**src/design/assert_macros.svh**
```systemverilog
// Assertion macros for the key switch power hold RTL.
`ifndef ASSERT_MACROS_SVH
`define ASSERT_MACROS_SVH

// Clocked check, off while reset is high.
`define ASSERT_CLK(label, clk, rst, prop, msg) \
  label: assert property (@(posedge clk) disable iff (rst) prop) else $error(msg);

// Clocked check that also holds through reset.
`define ASSERT_CLK_ALWAYS(label, clk, prop, msg) \
  label: assert property (@(posedge clk) prop) else $error(msg);

`endif

```
**src/design/kshp_pkg.sv**
```systemverilog
// Package for the key switch power hold block: widths, register codes, word types.
package kshp_pkg;

  // Debounce counter width
  localparam int COUNT_WIDTH = 16;

  localparam int T_W      = 15;           // base debounce ticks
  localparam int HOLD_W   = 16;           // fault hold timer
  localparam int THR_W    = 15;           // speed thresholds
  localparam int SPEED_W  = 16;           // signed motor speed
  localparam int MAG_W    = SPEED_W + 1;  // |speed|, covers 32768
  localparam int CEIL_W   = T_W + 2;      // 3T
  localparam int CMP_W    = (COUNT_WIDTH > CEIL_W) ? COUNT_WIDTH : CEIL_W;

  localparam int CFG_INDEX_W = 8;
  localparam int CFG_DATA_W  = 16;

  // Configuration register indexes
  localparam logic [CFG_INDEX_W-1:0] REG_KEY_BASE_TICKS   = CFG_INDEX_W'(0);
  localparam logic [CFG_INDEX_W-1:0] REG_FAULT_HOLD_TICKS = CFG_INDEX_W'(1);
  localparam logic [CFG_INDEX_W-1:0] REG_SPEED_HOLD_HIGH  = CFG_INDEX_W'(2);
  localparam logic [CFG_INDEX_W-1:0] REG_SPEED_HOLD_LOW   = CFG_INDEX_W'(3);

  // Register reset values
  localparam logic [T_W-1:0]    KEY_BASE_RESET   = T_W'(10);
  localparam logic [HOLD_W-1:0] FAULT_HOLD_RESET = HOLD_W'(20000);
  localparam logic [THR_W-1:0]  SPEED_HIGH_RESET = THR_W'(500);
  localparam logic [THR_W-1:0]  SPEED_LOW_RESET  = THR_W'(450);

  localparam logic [HOLD_W-1:0] HOLD_MAX = {HOLD_W{1'b1}};

  typedef struct packed {
    logic [T_W-1:0]    key_base_ticks;
    logic [HOLD_W-1:0] fault_hold_ticks;
    logic [THR_W-1:0]  speed_hold_high;
    logic [THR_W-1:0]  speed_hold_low;
  } kshp_cfg_t;

  typedef struct packed {
    logic                      key_level;
    logic                      remote_key_on;
    logic                      sensor_fault;
    logic signed [SPEED_W-1:0] motor_speed;
  } kshp_tick_t;

endpackage

```
**src/design/kshp_debounce.sv**
```systemverilog
// Key switch up/down debounce counter with hysteresis and remote override.
module kshp_debounce
  import kshp_pkg::*;
(
  input  logic           clk,
  input  logic           rst,
  input  logic           step,
  input  logic [T_W-1:0] key_base_ticks,
  input  logic           key_level,
  input  logic           remote_key_on,
  output logic           key_flag_next,
  output logic           key_flag
);

  logic [COUNT_WIDTH-1:0] key_count;
  logic [COUNT_WIDTH-1:0] key_count_next;
  logic [CEIL_W-1:0]      ceil3;
  logic [CMP_W-1:0]       ceiling;
  logic [CMP_W-1:0]       count_ext;
  logic [CMP_W-1:0]       next_ext;
  logic [CMP_W-1:0]       t1;
  logic [CMP_W-1:0]       t2;

  // Thresholds at full precision; ceiling clipped to the counter range
  always_comb begin
    ceil3 = CEIL_W'({key_base_ticks, 1'b0}) + CEIL_W'(key_base_ticks);
    t1    = CMP_W'(key_base_ticks);
    t2    = CMP_W'({key_base_ticks, 1'b0});
    if (CMP_W'(ceil3) > CMP_W'({COUNT_WIDTH{1'b1}})) begin
      ceiling = CMP_W'({COUNT_WIDTH{1'b1}});
    end else begin
      ceiling = CMP_W'(ceil3);
    end
  end

  // Count one step toward the ceiling or toward zero
  always_comb begin
    count_ext      = CMP_W'(key_count);
    key_count_next = key_count;
    if (key_level) begin
      if (count_ext < ceiling) key_count_next = key_count + COUNT_WIDTH'(1);
    end else begin
      if (key_count != '0) key_count_next = key_count - COUNT_WIDTH'(1);
    end
  end

  // Hysteresis: on at 2T, off at T or below (off wins), remote forces on
  always_comb begin
    next_ext      = CMP_W'(key_count_next);
    key_flag_next = key_flag;
    if (next_ext >= t2) key_flag_next = 1'b1;
    if (next_ext <= t1) key_flag_next = 1'b0;
    if (remote_key_on)  key_flag_next = 1'b1;
  end

  always_ff @(posedge clk) begin
    if (rst) begin
      key_count <= '0;
      key_flag  <= 1'b0;
    end else if (step) begin
      key_count <= key_count_next;
      key_flag  <= key_flag_next;
    end
  end

endmodule

```
**src/design/kshp_power_hold.sv**
```systemverilog
// Power latch with sensor fault timeout and speed hysteresis band.
module kshp_power_hold
  import kshp_pkg::*;
(
  input  logic                      clk,
  input  logic                      rst,
  input  logic                      step,
  input  logic [HOLD_W-1:0]         fault_hold_ticks,
  input  logic [THR_W-1:0]          speed_hold_high,
  input  logic [THR_W-1:0]          speed_hold_low,
  input  logic                      sensor_fault,
  input  logic signed [SPEED_W-1:0] motor_speed,
  input  logic                      key_flag_next,
  output logic                      power_latch
);

  logic [HOLD_W-1:0] hold_count;
  logic [HOLD_W-1:0] hold_count_next;
  logic              power_latch_next;
  logic [MAG_W-1:0]  mag;

  // Speed magnitude; most negative speed maps to 32768
  always_comb begin
    if (motor_speed[SPEED_W-1]) begin
      mag = MAG_W'(0) - {1'b1, motor_speed};
    end else begin
      mag = {1'b0, motor_speed};
    end
  end

  // First matching case decides the latch and the timer
  always_comb begin
    hold_count_next  = hold_count;
    power_latch_next = power_latch;
    if (key_flag_next) begin
      power_latch_next = 1'b1;
      hold_count_next  = '0;
    end else if (sensor_fault) begin
      if (hold_count > fault_hold_ticks) begin
        power_latch_next = 1'b0;
      end else begin
        if (hold_count != HOLD_MAX) hold_count_next = hold_count + HOLD_W'(1);
        power_latch_next = 1'b1;
      end
    end else if (mag > MAG_W'(speed_hold_high)) begin
      power_latch_next = 1'b1;
      hold_count_next  = '0;
    end else if (mag > MAG_W'(speed_hold_low)) begin
      // inside the band: keep as is
      power_latch_next = power_latch;
    end else begin
      power_latch_next = 1'b0;
      hold_count_next  = '0;
    end
  end

  always_ff @(posedge clk) begin
    if (rst) begin
      hold_count  <= '0;
      power_latch <= 1'b0;
    end else if (step) begin
      hold_count  <= hold_count_next;
      power_latch <= power_latch_next;
    end
  end

endmodule

```
**src/design/key_switch_power_hold.sv**
```systemverilog
// Top level of the key switch debounce and power hold block.
//
//  channel | direction | handshake            | word
//  --------+-----------+----------------------+------------------------------------------
//  in      | in        | in_valid / in_stall  | key_level remote_key_on sensor_fault speed
//  out     | out       | out_valid / out_stall| key_on keep_power
//  cfg     | in        | cfg_valid / cfg_ready| cfg_index cfg_data
//
// One tick word per cycle while the output is not stalled; an accepted tick word
// goes through the input register, then the state/result registers.
// The state registers are the result register.
// Reset (synchronous) clears the counters and flags and loads register defaults.
// An output stall holds the result; the input stalls only once the input
// register is also full. cfg_ready is always high.
`include "assert_macros.svh"

module key_switch_power_hold
  import kshp_pkg::*;
(
  input  logic                      clk,
  input  logic                      rst,
  input  logic                      in_valid,
  output logic                      in_stall,
  input  logic                      key_level,
  input  logic                      remote_key_on,
  input  logic                      sensor_fault,
  input  logic signed [SPEED_W-1:0] motor_speed,
  output logic                      out_valid,
  input  logic                      out_stall,
  output logic                      key_on,
  output logic                      keep_power,
  input  logic                      cfg_valid,
  output logic                      cfg_ready,
  input  logic [CFG_INDEX_W-1:0]    cfg_index,
  input  logic [CFG_DATA_W-1:0]     cfg_data
);

  kshp_cfg_t  cfg;
  kshp_tick_t tick;
  logic       tick_valid;
  logic       step;
  logic       key_flag_next;

  // Configuration registers
  assign cfg_ready = 1'b1;

  always_ff @(posedge clk) begin
    if (rst) begin
      cfg.key_base_ticks   <= KEY_BASE_RESET;
      cfg.fault_hold_ticks <= FAULT_HOLD_RESET;
      cfg.speed_hold_high  <= SPEED_HIGH_RESET;
      cfg.speed_hold_low   <= SPEED_LOW_RESET;
    end else if (cfg_valid && cfg_ready) begin
      case (cfg_index)
        REG_KEY_BASE_TICKS:   cfg.key_base_ticks   <= cfg_data[T_W-1:0];
        REG_FAULT_HOLD_TICKS: cfg.fault_hold_ticks <= cfg_data[HOLD_W-1:0];
        REG_SPEED_HOLD_HIGH:  cfg.speed_hold_high  <= cfg_data[THR_W-1:0];
        REG_SPEED_HOLD_LOW:   cfg.speed_hold_low   <= cfg_data[THR_W-1:0];
        default: ;
      endcase
    end
  end

  // Handshake: a tick moves into the result when the output slot frees up
  assign step     = tick_valid && (!out_valid || !out_stall);
  assign in_stall = tick_valid && out_valid && out_stall;

  always_ff @(posedge clk) begin
    if (rst) begin
      tick_valid <= 1'b0;
      out_valid  <= 1'b0;
    end else begin
      if (in_valid && !in_stall) begin
        tick_valid <= 1'b1;
      end else if (step) begin
        tick_valid <= 1'b0;
      end
      if (step) begin
        out_valid <= 1'b1;
      end else if (!out_stall) begin
        out_valid <= 1'b0;
      end
    end
  end

  // Input register
  always_ff @(posedge clk) begin
    if (in_valid && !in_stall) begin
      tick.key_level     <= key_level;
      tick.remote_key_on <= remote_key_on;
      tick.sensor_fault  <= sensor_fault;
      tick.motor_speed   <= motor_speed;
    end
  end

  kshp_debounce u_debounce (
    .clk            (clk),
    .rst            (rst),
    .step           (step),
    .key_base_ticks (cfg.key_base_ticks),
    .key_level      (tick.key_level),
    .remote_key_on  (tick.remote_key_on),
    .key_flag_next  (key_flag_next),
    .key_flag       (key_on)
  );

  kshp_power_hold u_power_hold (
    .clk              (clk),
    .rst              (rst),
    .step             (step),
    .fault_hold_ticks (cfg.fault_hold_ticks),
    .speed_hold_high  (cfg.speed_hold_high),
    .speed_hold_low   (cfg.speed_hold_low),
    .sensor_fault     (tick.sensor_fault),
    .motor_speed      (tick.motor_speed),
    .key_flag_next    (key_flag_next),
    .power_latch      (keep_power)
  );

  // Checks
  `ASSERT_CLK(a_key_holds_power, clk, rst, key_on |-> keep_power, "key on without power held")
  `ASSERT_CLK_ALWAYS(a_stall_only_full, clk, in_stall |-> tick_valid && out_valid, "input stalled with room")
  `ASSERT_CLK(a_step_gives_result, clk, rst, step |=> out_valid, "tick step lost its result")
  `ASSERT_CLK(a_state_holds, clk, rst, !step |=> $stable(key_on) && $stable(keep_power), "state moved without a tick")

endmodule

```
**config.mk**
```make
export PLATFORM = sky130hd
export DESIGN_NAME = key_switch_power_hold
export DESIGN_NICKNAME = d
export VERILOG_FILES = /design/src/design/kshp_pkg.sv /design/src/design/kshp_debounce.sv /design/src/design/kshp_power_hold.sv /design/src/design/key_switch_power_hold.sv
export VERILOG_INCLUDE_DIRS = /design/src /design/src/design
export SDC_FILE = /design/constraint.sdc
export NUM_CORES = 1
export LEC_CHECK = 0
export ABC_CLOCK_PERIOD_IN_PS = 6700
export BUFFER_PORTS_ARGS = -buffer_cell sky130_fd_sc_hd__buf_2
export CAP_MARGIN = 20
export CORE_MARGIN = 1.5
export CORE_UTILIZATION = 56
export DETAILED_ROUTE_END_ITERATION = 12
export GPL_TIMING_DRIVEN = 0
export PLACE_DENSITY = 0.85
export REMOVE_ABC_BUFFERS = 1
export SLEW_MARGIN = 20
export SYNTH_ARGS = -nofsm -noshare
export SYNTH_HDL_FRONTEND = slang
export SYNTH_SLANG_ARGS = --single-unit
export TNS_END_PERCENT = 1
```
**constraint.sdc**
```tcl
create_clock -name clk -period 6.7 [get_ports clk]
set_clock_uncertainty 0.05 [all_clocks]
set_input_delay 1.005 -clock clk [delete_from_list [all_inputs] [get_ports clk]]
set_output_delay 1.005 -clock clk [all_outputs]
set_load 0.01 [all_outputs]
```
=== After elaboration in Yosys (flattened, before gate mapping) ===
Cells that the tools add are included.
Widths: inputs -> output; s select.

* $add $sub $neg: 5
* $mul: 0
* Div/mod/pow operators: 0
* Order comparisons: 7
* Eq/ne operators: 8
* Shifts and indexed selects: 0
* Multiplexer cells: 23
* Bitwise operators: 0
* Reduce and logical (&&, ||, !) cells: 17

{| class="wikitable"
|+ Operators by type and width
! kind !! count
|-
| $mux 16 || 9
|-
| $gt 17x15->1 || 2
|-
| $mux 17 || 2
|-
| $add 16x1->16 const B || 2
|-
| $add 16x15->17 || 1
|-
| $gt 17x16->1 const B || 1
|-
| $lt 16x17->1 || 1
|-
| $sub 1x17->17 const A || 1
|-
| $eq 8x2->1 const B || 2
|-
| $ge 16x16->1 || 1
|-
| $gt 16x16->1 || 1
|-
| $le 16x15->1 || 1
|-
| $ne 16x16->1 const B || 1
|-
| $reduce_bool 16->1 || 1
|-
| $sub 16x1->16 const B || 1
|-
| $mux 1 || 12
|-
| $reduce_and 2->1 || 5
|-
| $eq 8x1->1 const B || 1
|-
| $logic_not 8->1 || 1
|-
| $logic_and 1x1->1 || 4
|-
| $ne 4x3->1 const B || 1
|-
| $reduce_and 4->1 || 1
|-
| $logic_not 1->1 || 3
|-
| $ne 3x1->1 const B || 1
|-
| other kinds (4) || 4
|}

* Register bits after elaboration: 116
* Latch bits: 0
* RAM bits: 0
* Memory bits (read-only): 0
* Input port bits: 48
* Output and inout port bits: 5
* Word-level logic and storage cells: 74
* Memories: 0

=== Logic depth before layout (Yosys ltp) ===
Gate-level depths: netlist of the first run.

* Depth in word-level cells: 12
* Depth in mapped cells: 31
* Mapped depth without buffers: 30

=== By module ===
From an unflattened synthesis of the first run, not the netlist that was laid out.

* Cell total of the unflattened synthesis: 992
* Area total of the unflattened synthesis: 8,852.2 um2

{| class="wikitable"
|+ Modules (own cells, without submodules)
! module !! instances !! cells an instance !! area each (um2) !! seq. area each (um2)
|-
| kshp_debounce || 1 || 412 || 3,264.4 || 340.3
|-
| key_switch_power_hold || 1 || 264 || 3,175.5 || 1,831.8
|-
| kshp_power_hold || 1 || 316 || 2,412.3 || 340.3
|}

=== Worst setup path before layout of the first run ===
No wires, ideal clock.

* Kind: register to register
* Start: register, netlist name cfg[46]
* End: register u_power_hold.hold_count[8]
* Library setup time: 0.122 ns
* Data arrival time: 6.732 ns
* Required time: 6.528 ns
* Path slack: -0.204 ns
* Cell stages (with the launch flop): 32
* Buffers on the path: 1
* Period minus slack after synthesis: 6.904 ns
* Cell sequence: dfxtp_1 -> ha_1 -> fa_1 -> a21o_1 -> a21oi_1 -> o21bai_1 -> a311oi_1 -> a211o_1 -> o21a_1 -> o21ai_0 -> xnor2_1 -> nor2_1 -> ha_1 -> nand4_1 -> or3_4 -> or4b_4 -> nor3_4 -> or3_2 -> nand2_1 -> o21ai_0 -> xnor2_1 -> ha_1 -> and3_1 -> nand4_1 -> or3_1 -> or3_1 -> nor4_1 -> a211oi_4 -> nor2_4 -> o22ai_4 -> buf_6 -> a221o_1

* Cells in the longest elaborated chain, start to end: 12
* Elaborated cells on any way between the ends: 16
* Those cells by class: add/sub: 1; order compare: 4; eq/ne: 3; mux: 7; reduce/logical: 1

{| class="wikitable"
|+ Ends and longest elaborated chain
! what !! line !! source
|-
| $add 16x15->17 (*) || kshp_debounce.sv:26 || <nowiki>ceil3 = CEIL_W'({key_base_ticks, 1'b0}) + CEIL_W'(key_base_ticks);</nowiki>
|-
| $gt 17x16->1 || kshp_debounce.sv:29 || <nowiki>if (CMP_W'(ceil3) > CMP_W'({COUNT_WIDTH{1'b1}})) begin</nowiki>
|-
| $mux 17 (*) || kshp_debounce.sv:29 ||
|-
| $lt 16x17->1 (*) || kshp_debounce.sv:41 || <nowiki>if (count_ext < ceiling) key_count_next = key_count + COUNT_WIDTH'(1);</nowiki>
|-
| $mux 16 (*) || kshp_debounce.sv:41 ||
|-
| $mux 16 (*) || kshp_debounce.sv:40 || <nowiki>if (key_level) begin</nowiki>
|-
| via u_debounce.key_count_next[11] || kshp_debounce.sv:16 || <nowiki>logic [COUNT_WIDTH-1:0] key_count_next;</nowiki>
|-
| $ge 16x16->1 || kshp_debounce.sv:51 || <nowiki>if (next_ext >= t2) key_flag_next = 1'b1;</nowiki>
|-
| $mux 1 || kshp_debounce.sv:51 ||
|-
| $mux 1 (*) || kshp_debounce.sv:52 || <nowiki>if (next_ext <= t1) key_flag_next = 1'b0;</nowiki>
|-
| $mux 1 (*) || kshp_debounce.sv:53 || <nowiki>if (remote_key_on) key_flag_next = 1'b1;</nowiki>
|-
| $ne 4x3->1 (no line), or another cell as far along || n/a ||
|-
| $reduce_and 4->1 (no line) || n/a ||
|-
| end signal, assigned || kshp_power_hold.sv:62 || <nowiki>hold_count <= hold_count_next;</nowiki>
|-
| end, declared || kshp_power_hold.sv:17 || <nowiki>logic [HOLD_W-1:0] hold_count;</nowiki>
|}

The timed path passes the listed nets; every way through them passes the cells marked *.
A chain may end at the register's enable or synchronous reset.

=== Worst setup path after layout of the first run ===
* Start: register, netlist name cfg[46]
* End: register u_power_hold.hold_count[0]

* Cells in the longest elaborated chain, start to end: 12
* Elaborated cells on any way between the ends: 16
* Those cells by class: add/sub: 1; order compare: 4; eq/ne: 3; mux: 7; reduce/logical: 1

{| class="wikitable"
|+ Ends and longest elaborated chain
! what !! line
|-
| $add 16x15->17 (*) || kshp_debounce.sv:26
|-
| $gt 17x16->1 || kshp_debounce.sv:29
|-
| $mux 17 (*) || kshp_debounce.sv:29
|-
| $lt 16x17->1 (*) || kshp_debounce.sv:41
|-
| $mux 16 (*) || kshp_debounce.sv:41
|-
| $mux 16 (*) || kshp_debounce.sv:40
|-
| via u_debounce.key_count_next[2] || kshp_debounce.sv:16
|-
| $ge 16x16->1 || kshp_debounce.sv:51
|-
| $mux 1 || kshp_debounce.sv:51
|-
| $mux 1 (*) || kshp_debounce.sv:52
|-
| $mux 1 (*) || kshp_debounce.sv:53
|-
| $ne 4x3->1 (no line), or another cell as far along || n/a
|-
| $reduce_and 4->1 (no line) || n/a
|}

Marked as above.

==> impl_metrics.json, run 1 <==
{
  "path_delay_family": "compound AO/OA/AOI/OAI gates",
  "portBuffers": 51,
  "routed_wl_um": 23300,
  "die_h_um": 126,
  "dieArea_um2": 15800,
  "synth_simple_gate_area_share_pct": 20.3,
  "num_vias": 7902,
  "num_rows": 44,
  "diodes": 0,
  "synth_area_um2": 8460,
  "die_x_um": 126,
  "synth_cell_types": 80,
  "synthCells": 1001,
  "numCtsBuffers": 17,
  "insertion_delay_ns": 0.43,
  "synth_fa_ha_area_share_pct": 16.8,
  "gp_congestion": 0.919,
  "synth.area.mux_share_pct": 4.04,
  "final_area_um2": 9880,
  "antenna_left": 0,
  "post_drt_wl_per_cell_um": 18.5,
  "cts.path.max_buffers": 2,
  "yosysSeqAreaShare_pct": 29.7,
  "path_clk_slew_ns": 0.06,
  "cts_root_buffer": "clkbuf_16",
  "max_stage_delay_ns": 0.48,
  "synth-main-ff-cell": "dfxtp_1",
  "yosysWarnings": 0,
  "clock_sinks": 116,
  "synth_compound_area_share_pct": 18.3,
  "hp-class": "flop to flop",
  "fin_setup_tns_ns": -5.86,
  "finalCritPeriodShare_pct": 105,
  "syn_area_per_cell_um2": 8.45,
  "max_freq_mhz": 142,
  "p_leak_uw": 0.00443,
  "holdWs_ns": 0.410,
  "fin_ws_ns": -0.345,
  "drc": 0,
  "drv_cap": 0,
  "ys_seq_elements": 116,
  "grt_pass1_vias": 7346,
  "first_pass_iters": 7,
  "power_uw": 2470,
  "endpoint_kind": "flop",
  "final-hold-violation-count": 0,
  "rsz0062_at_grt": "yes",
  "outcome": "finished, violations left",
  "setup_viol": 18,
  "r2r_setup_slack_ns": -0.34,
  "viasPerCell": 6.27,
  "tightest_slew_ns": 1.08,
  "synth_top_family_by_area": "simple AND/OR/NAND/NOR gates",
  "drt-initial-drc-count": 875,
  "synth_edf_count": 19,
  "finalMaxSlewViolations": 0,
  "initial_core_util_pct": 57.7,
  "critPathKind": "flop to flop",
  "core_um2": 14600,
  "drive_above_1_share_pct": 16.3,
  "cp_slowest_cell": "a211oi_4",
  "cp-start-kind": "flop",
  "path_buf_inv": 1,
  "hpwl_um": 15100,
  "yosys.area_share.xor_xnor_pct": 4.97,
  "critical_path_arrival_ns": 7.37,
  "dpl-instance-area_um2": 8830,
  "overflow": 0,
  "grt_pass1_wl_um": 35900,
  "cts_max_level": 4,
  "violations": "negative setup slack",
  "track_usage_pct": 28.5,
  "io_pins": 53,
  "antenna_found_initial": 0,
  "hold_buffers": 0,
  "relSlewSlack_pct": 28.1,
  "nets": 1224,
  "cts_tree": "built",
  "grt_max_degree": 73,
  "peakVddDrop_v": 0.000200,
  "powerDensity_nw_per_um2": 250,
  "postSynth.asyncResetShare_pct": 0,
  "worstPathRequired_ns": 7.02,
  "path_max_fanout": 8,
  "pre_cts_ws_ns": -1.27,
  "fin_crit_ns": 7.04,
  "syn2layout_area_growth_pct": 16.8
}
==> flip-flops by register name (all words and copies together), names as in the netlist <==
register / flops
tick: 19
u_power_hold.power_latch: 1
u_debounce.key_flag: 1
u_debounce.key_count: 16
u_power_hold.hold_count: 16
out_valid: 1
tick_valid: 1
cfg: 61
==> cell usage after synthesis, drive strengths merged, types with 19 or more instances <==
library cell  number  area [µm²]
nor2             131         499
ha               112        1400
dfxtp             97        1940
inv               84         315
nand2             80         300
a21oi             59         295
xnor2             38         333
o21ai             37         189
mux2i             33         330
clkbuf            24        90.1
nand3             24         120
a211o             22         193
a21o              20         150
edfxtp            19         571
==> cell families (layout without fill, tap and decap cells) <==
logic type                 count (synthesis)  in the layout
xor gates and xnor gates                  48             48
buffers and inverters                    120            194
DFF                                      116            116
adders and majority gates                113            113
muxes                                     34             34
AOI/OAI and AO/OA                        218            219
and+or+nand+nor                          351            351
other                                      1              1
==> final timing paths <==
kind / endpoint / depth (start not counted) / startpoint
worst max register to register: u_power_hold.hold_count[0]$_SDFFE_PP0P_ / 31 / cfg[46]$_SDFFE_PP0P_
worst min-delay path: cfg[39]$_SDFFE_PP1P_ / 1 / cfg[39]$_SDFFE_PP1P_
worst min register to register: cfg[39]$_SDFFE_PP1P_ / 1 / cfg[39]$_SDFFE_PP1P_
worst max-delay path: u_power_hold.hold_count[0]$_SDFFE_PP0P_ / 31 / cfg[46]$_SDFFE_PP0P_
==> cell usage in the layout, fill, tap and decap left out, drive strengths merged, types with 18 or more instances in the layout <==
master | netlist | layout
a21o | 20 | 20
a211o | 22 | 22
dfxtp | 97 | 97
clkbuf | 24 | 19
inv | 84 | 86
nand3 | 24 | 24
xnor2 | 38 | 38
edfxtp | 19 | 19
buf | 12 | 77
nor2 | 131 | 131
mux2i | 33 | 33
o21ai | 37 | 37
ha | 112 | 112
a21oi | 59 | 59
nor3 | 18 | 18
or3 | 18 | 18
nand2 | 80 | 80
==> power by group <==
group / switching [µW] / leakage, µW / internal, µW / total [µW]
clock network: 341 / 0.000293 / 591 / 932
logic: 445 / 0.00317 / 330 / 775
registers: 33.4 / 0.000970 / 728 / 761
==> metal layers <==
metal	part of all wire, %	vias up	track usage [%]	routed length, µm
li1	-	3709	-	-
met1	42	3677	37.3	9840
met2	45	416	45.2	10600
met3	7.7	100	5.56	1790
met4	4.6	0	14.2	1080
met5	0	-	0	0
==> metrics by stage <==
| step | util [%] | instances |
|---|---|---|
| 2_1_floorplan | - | 965 |
| 3_3_place_gp | 59.9 | 1200 |
| 3_5_place_dp | 60.3 | 1204 |
| 4_1_cts | 66.5 | 1252 |
| 5_1_grt | 67.4 | 1260 |
| 6_report | 67.4 | 1260 |
==> area by class of cell <==
cell class                 instances  area (µm²)
clock buffer                      18         439
clock inverter                    14         159
fill                            1069        4770
inverter                          84         315
multi-input combinational        766        5700
sequential                       116        2520
tap                              184         230
timing repair buffer              78         513
==> what timing repair did <==
action | 4_1_cts | 5_1_grt
gates cloned | 1 | 0
setup buffers | 15 | 7
endpoints found under the setup margin | 18 | 18
pin swaps | 42 | 16
resized for setup | 39 | 13
(Power assumes the default switching activity.)
==> run 2, diff against run 1 <==
- SKIP_LAST_GASP: unset -> 1
- SYNTH_HIERARCHICAL: unset -> 1
==> run 2 against run 1 <==
The flow still finishes with violations (negative setup slack). Clock-buffer cell count shrank 1. Sequential share of layout area shrank 1.3 points. Clock power grew 0.9%. Synthesized area grew 4.7%. Combinational power grew 66%. Sequential power grew 2%. Design area grew 5.4%. Non-clock buffer count grew 14. Power grew 22%. Synthesized cell count shrank 0.90%.
==> impl_metrics.json, run 2 <==
{
  "critical_path_arrival_ns": 7.66,
  "routed_wl_um": 24100,
  "endpoint_kind": "flop",
  "largest_reg_flops": 61,
  "die_h_um": 129,
  "io_pins": 53,
  "path_max_fanout": 8,
  "dpl-instance-area_um2": 9210,
  "cts_tree": "built",
  "postSynth.asyncResetShare_pct": 0,
  "core_um2": 15300,
  "drive_above_1_share_pct": 20.0,
  "regMostFlops": "cfg",
  "path_buf_inv": 9,
  "post_drt_wl_per_cell_um": 18.6,
  "outcome": "finished, violations left",
  "finalCritPeriodShare_pct": 110,
  "hpwl_um": 15000,
  "hold_start": "cfg[31]$_SDFFE_PP0P_",
  "overflow": 0,
  "hold_buffers": 0,
  "synth.top_cell.area_share_pct": 21.9,
  "cts_max_level": 4,
  "fin_ws_ns": -0.656,
  "syn_area_per_cell_um2": 8.92,
  "synth_area_um2": 8850,
  "setup_viol": 17,
  "instances_no_fill": 1297,
  "synth_top_cell_by_area": "dfxtp_1",
  "rsz0062_at_grt": "yes",
  "fin_setup_tns_ns": -9.86,
  "dieArea_um2": 16600,
  "clock_sinks": 116,
  "antenna_found_initial": 0,
  "yosysWarnings": 6,
  "utilization_pct": 67.9,
  "final_cell_mix": "110 x ha_1, 99 x inv_1, 95 x dfxtp_1",
  "cts_root_buffer": "clkbuf_16",
  "insertion_delay_ns": 0.43,
  "cp-start-kind": "flop",
  "portBuffers": 51,
  "die_x_um": 129,
  "top_regs": "cfg (61), tick (19)",
  "fin_crit_ns": 7.36,
  "final.fill_count": 1098,
  "grt_max_degree": 98,
  "pre_cts_ws_ns": -2.30,
  "gp_congestion": 0.883,
  "crit_top_cell": "buf_4",
  "wl_met3_um": 1860,
  "final-hold-violation-count": 0,
  "nets": 1234,
  "synth_most_common_cell": "ha_1",
  "yosysSeqAreaShare_pct": 28.4,
  "num_rows": 45,
  "finalMaxSlewViolations": 0,
  "syn2layout_area_growth_pct": 17.6,
  "synth_cell_types": 90,
  "violations": "negative setup slack",
  "wl_met2_um": 11300,
  "diodes": 0,
  "hp-class": "flop to flop",
  "cts.path.max_buffers": 2,
  "grt_pass1_wl_um": 37400,
  "max_freq_mhz": 136,
  "cp_slowest_cell": "fa_2",
  "grt_pass1_vias": 7704,
  "final_area_um2": 10400,
  "drc": 0,
  "ys_seq_elements": 116,
  "synth-main-ff-cell": "dfxtp_1",
  "dp.cells": 1227,
  "powerDensity_nw_per_um2": 289,
  "layout_commonest_cell": "ha_1",
  "drt-initial-drc-count": 807,
  "synth_commonest_cells": "112 x ha_1, 99 x inv_1, 97 x dfxtp_1",
  "initial_core_util_pct": 57.8,
  "num_vias": 8039,
  "critPathKind": "flop to flop",
  "m1WireLength_um": 9900,
  "path_clk_slew_ns": 0.06,
  "relSlewSlack_pct": 48.5,
  "worstPathRequired_ns": 7.01,
  "track_usage_pct": 28.5,
  "startpoint": "cfg[47]$_SDFFE_PP1P_",
  "ys_top_cells_by_area": "dfxtp_1 22%, ha_1 16%, mux2i_1 7.0%, edfxtp_1 6.4%, nand2b_1 4.7%",
  "synth_edf_count": 19,
  "p_leak_uw": 0.00457,
  "timing.rr.start": "cfg[47]$_SDFFE_PP1P_",
  "routed.top_layer": "met4",
  "first_pass_iters": 5,
  "tightest_slew_ns": 0.766,
  "synthCells": 992,
  "antenna_left": 0,
  "path_delay_family": "compound AO/OA/AOI/OAI gates",
  "numCtsBuffers": 17,
  "max_stage_delay_ns": 0.42,
  "viasPerCell": 6.20,
  "drv_cap": 0,
  "peakVddDrop_v": 0.000205
}
==> run 2: cell count changes after synthesis, moves of 7 or more <==
cell and delta:
a211o_1 -21, a21o_1 -15, a21oi_1 -10, a221o_1 -13, a31oi_1 -7, clkbuf_1 -10
inv_1 +16, mux2i_1 +29, nand2_1 -42, nand2b_1 +64, nand4_1 +19, nor2_1 -36
o211ai_2 +7, or3_1 -13
==> run 2: worst register-to-register path, delay by kind of cell (launching register included) <==
| kind | cells | cell delay [ns] |
|---|---|---|
| compound gates | 13 | 2.37 |
| xor+xnor | 2 | 0.37 |
| fa+ha+maj | 4 | 1.28 |
| buf+inv | 9 | 1.01 |
| flops | 1 | 0.36 |
| simple gates | 11 | 1.83 |
==> run 2: repair_timing <==
item | 4_1_cts | 5_1_grt
resized for setup | 48 | 15
cloned | 1 | 0
pin swaps | 27 | 11
setup buffers | 28 | 8
setup endpoints to repair | 18 | 18
==> run 2: cell families after synthesis <==
family	count (synthesis)	synth area share (%)
other cells	1	0.0424
xor+xnor	46	4.55
simple gates	333	20.9
compound gates	186	15.5
mux	67	7.69
fa+ha+maj	113	16.1
buf+inv	130	6.87
flops	116	28.4
==> run 2: layer usage <==
| metal | GRT usage (%) | vias up |
|---|---|---|
| met5 | 0 | - |
| li1 | - | 3732 |
| met1 | 35.5 | 3758 |
| met2 | 47.5 | 431 |
| met4 | 13.6 | 0 |
| met3 | 5.53 | 118 |
==> run 2: worst paths after layout <==
kind,to,slack (ns),cells past startpoint
setup / recovery,u_power_hold/hold_count[5]$_SDFFE_PP0P_,-0.66,39
hold / removal,cfg[31]$_SDFFE_PP0P_,0.43,2
setup reg to reg,u_power_hold/hold_count[5]$_SDFFE_PP0P_,-0.66,39
hold reg to reg,cfg[31]$_SDFFE_PP0P_,0.43,2
==> run 2: metrics by stage <==
| stage | hold slack [ns] | power [µW] |
|---|---|---|
| 2_1_floorplan | 0.394 | 1490 |
| 3_3_place_gp | 0.409 | 1700 |
| 3_5_place_dp | 0.415 | 1720 |
| 4_1_cts | 0.428 | 2810 |
| 5_1_grt | 0.441 | 3130 |
| 6_report | 0.426 | 3010 |
==> run 2: cell type report <==
class / count / area, µm² / share of cell area [%]
Multi-Input combinational cell: 747 / 6030 / 57.9
Sequential cell: 116 / 2520 / 24.2
Clock inverter: 15 / 179 / 1.72
Clock buffer: 17 / 425 / 4.09
Tap cell: 211 / 264 / 2.54
Inverter: 99 / 372 / 3.57
Timing Repair Buffer: 92 / 617 / 5.93
==> run 2: report_power, final <==
| group | internal (µW) | leakage [µW] | switching, µW |
|---|---|---|---|
| Clock | 586 | 0.000289 | 354 |
| Sequential | 732 | 0.000970 | 46.4 |
| Combinational | 580 | 0.00331 | 713 |
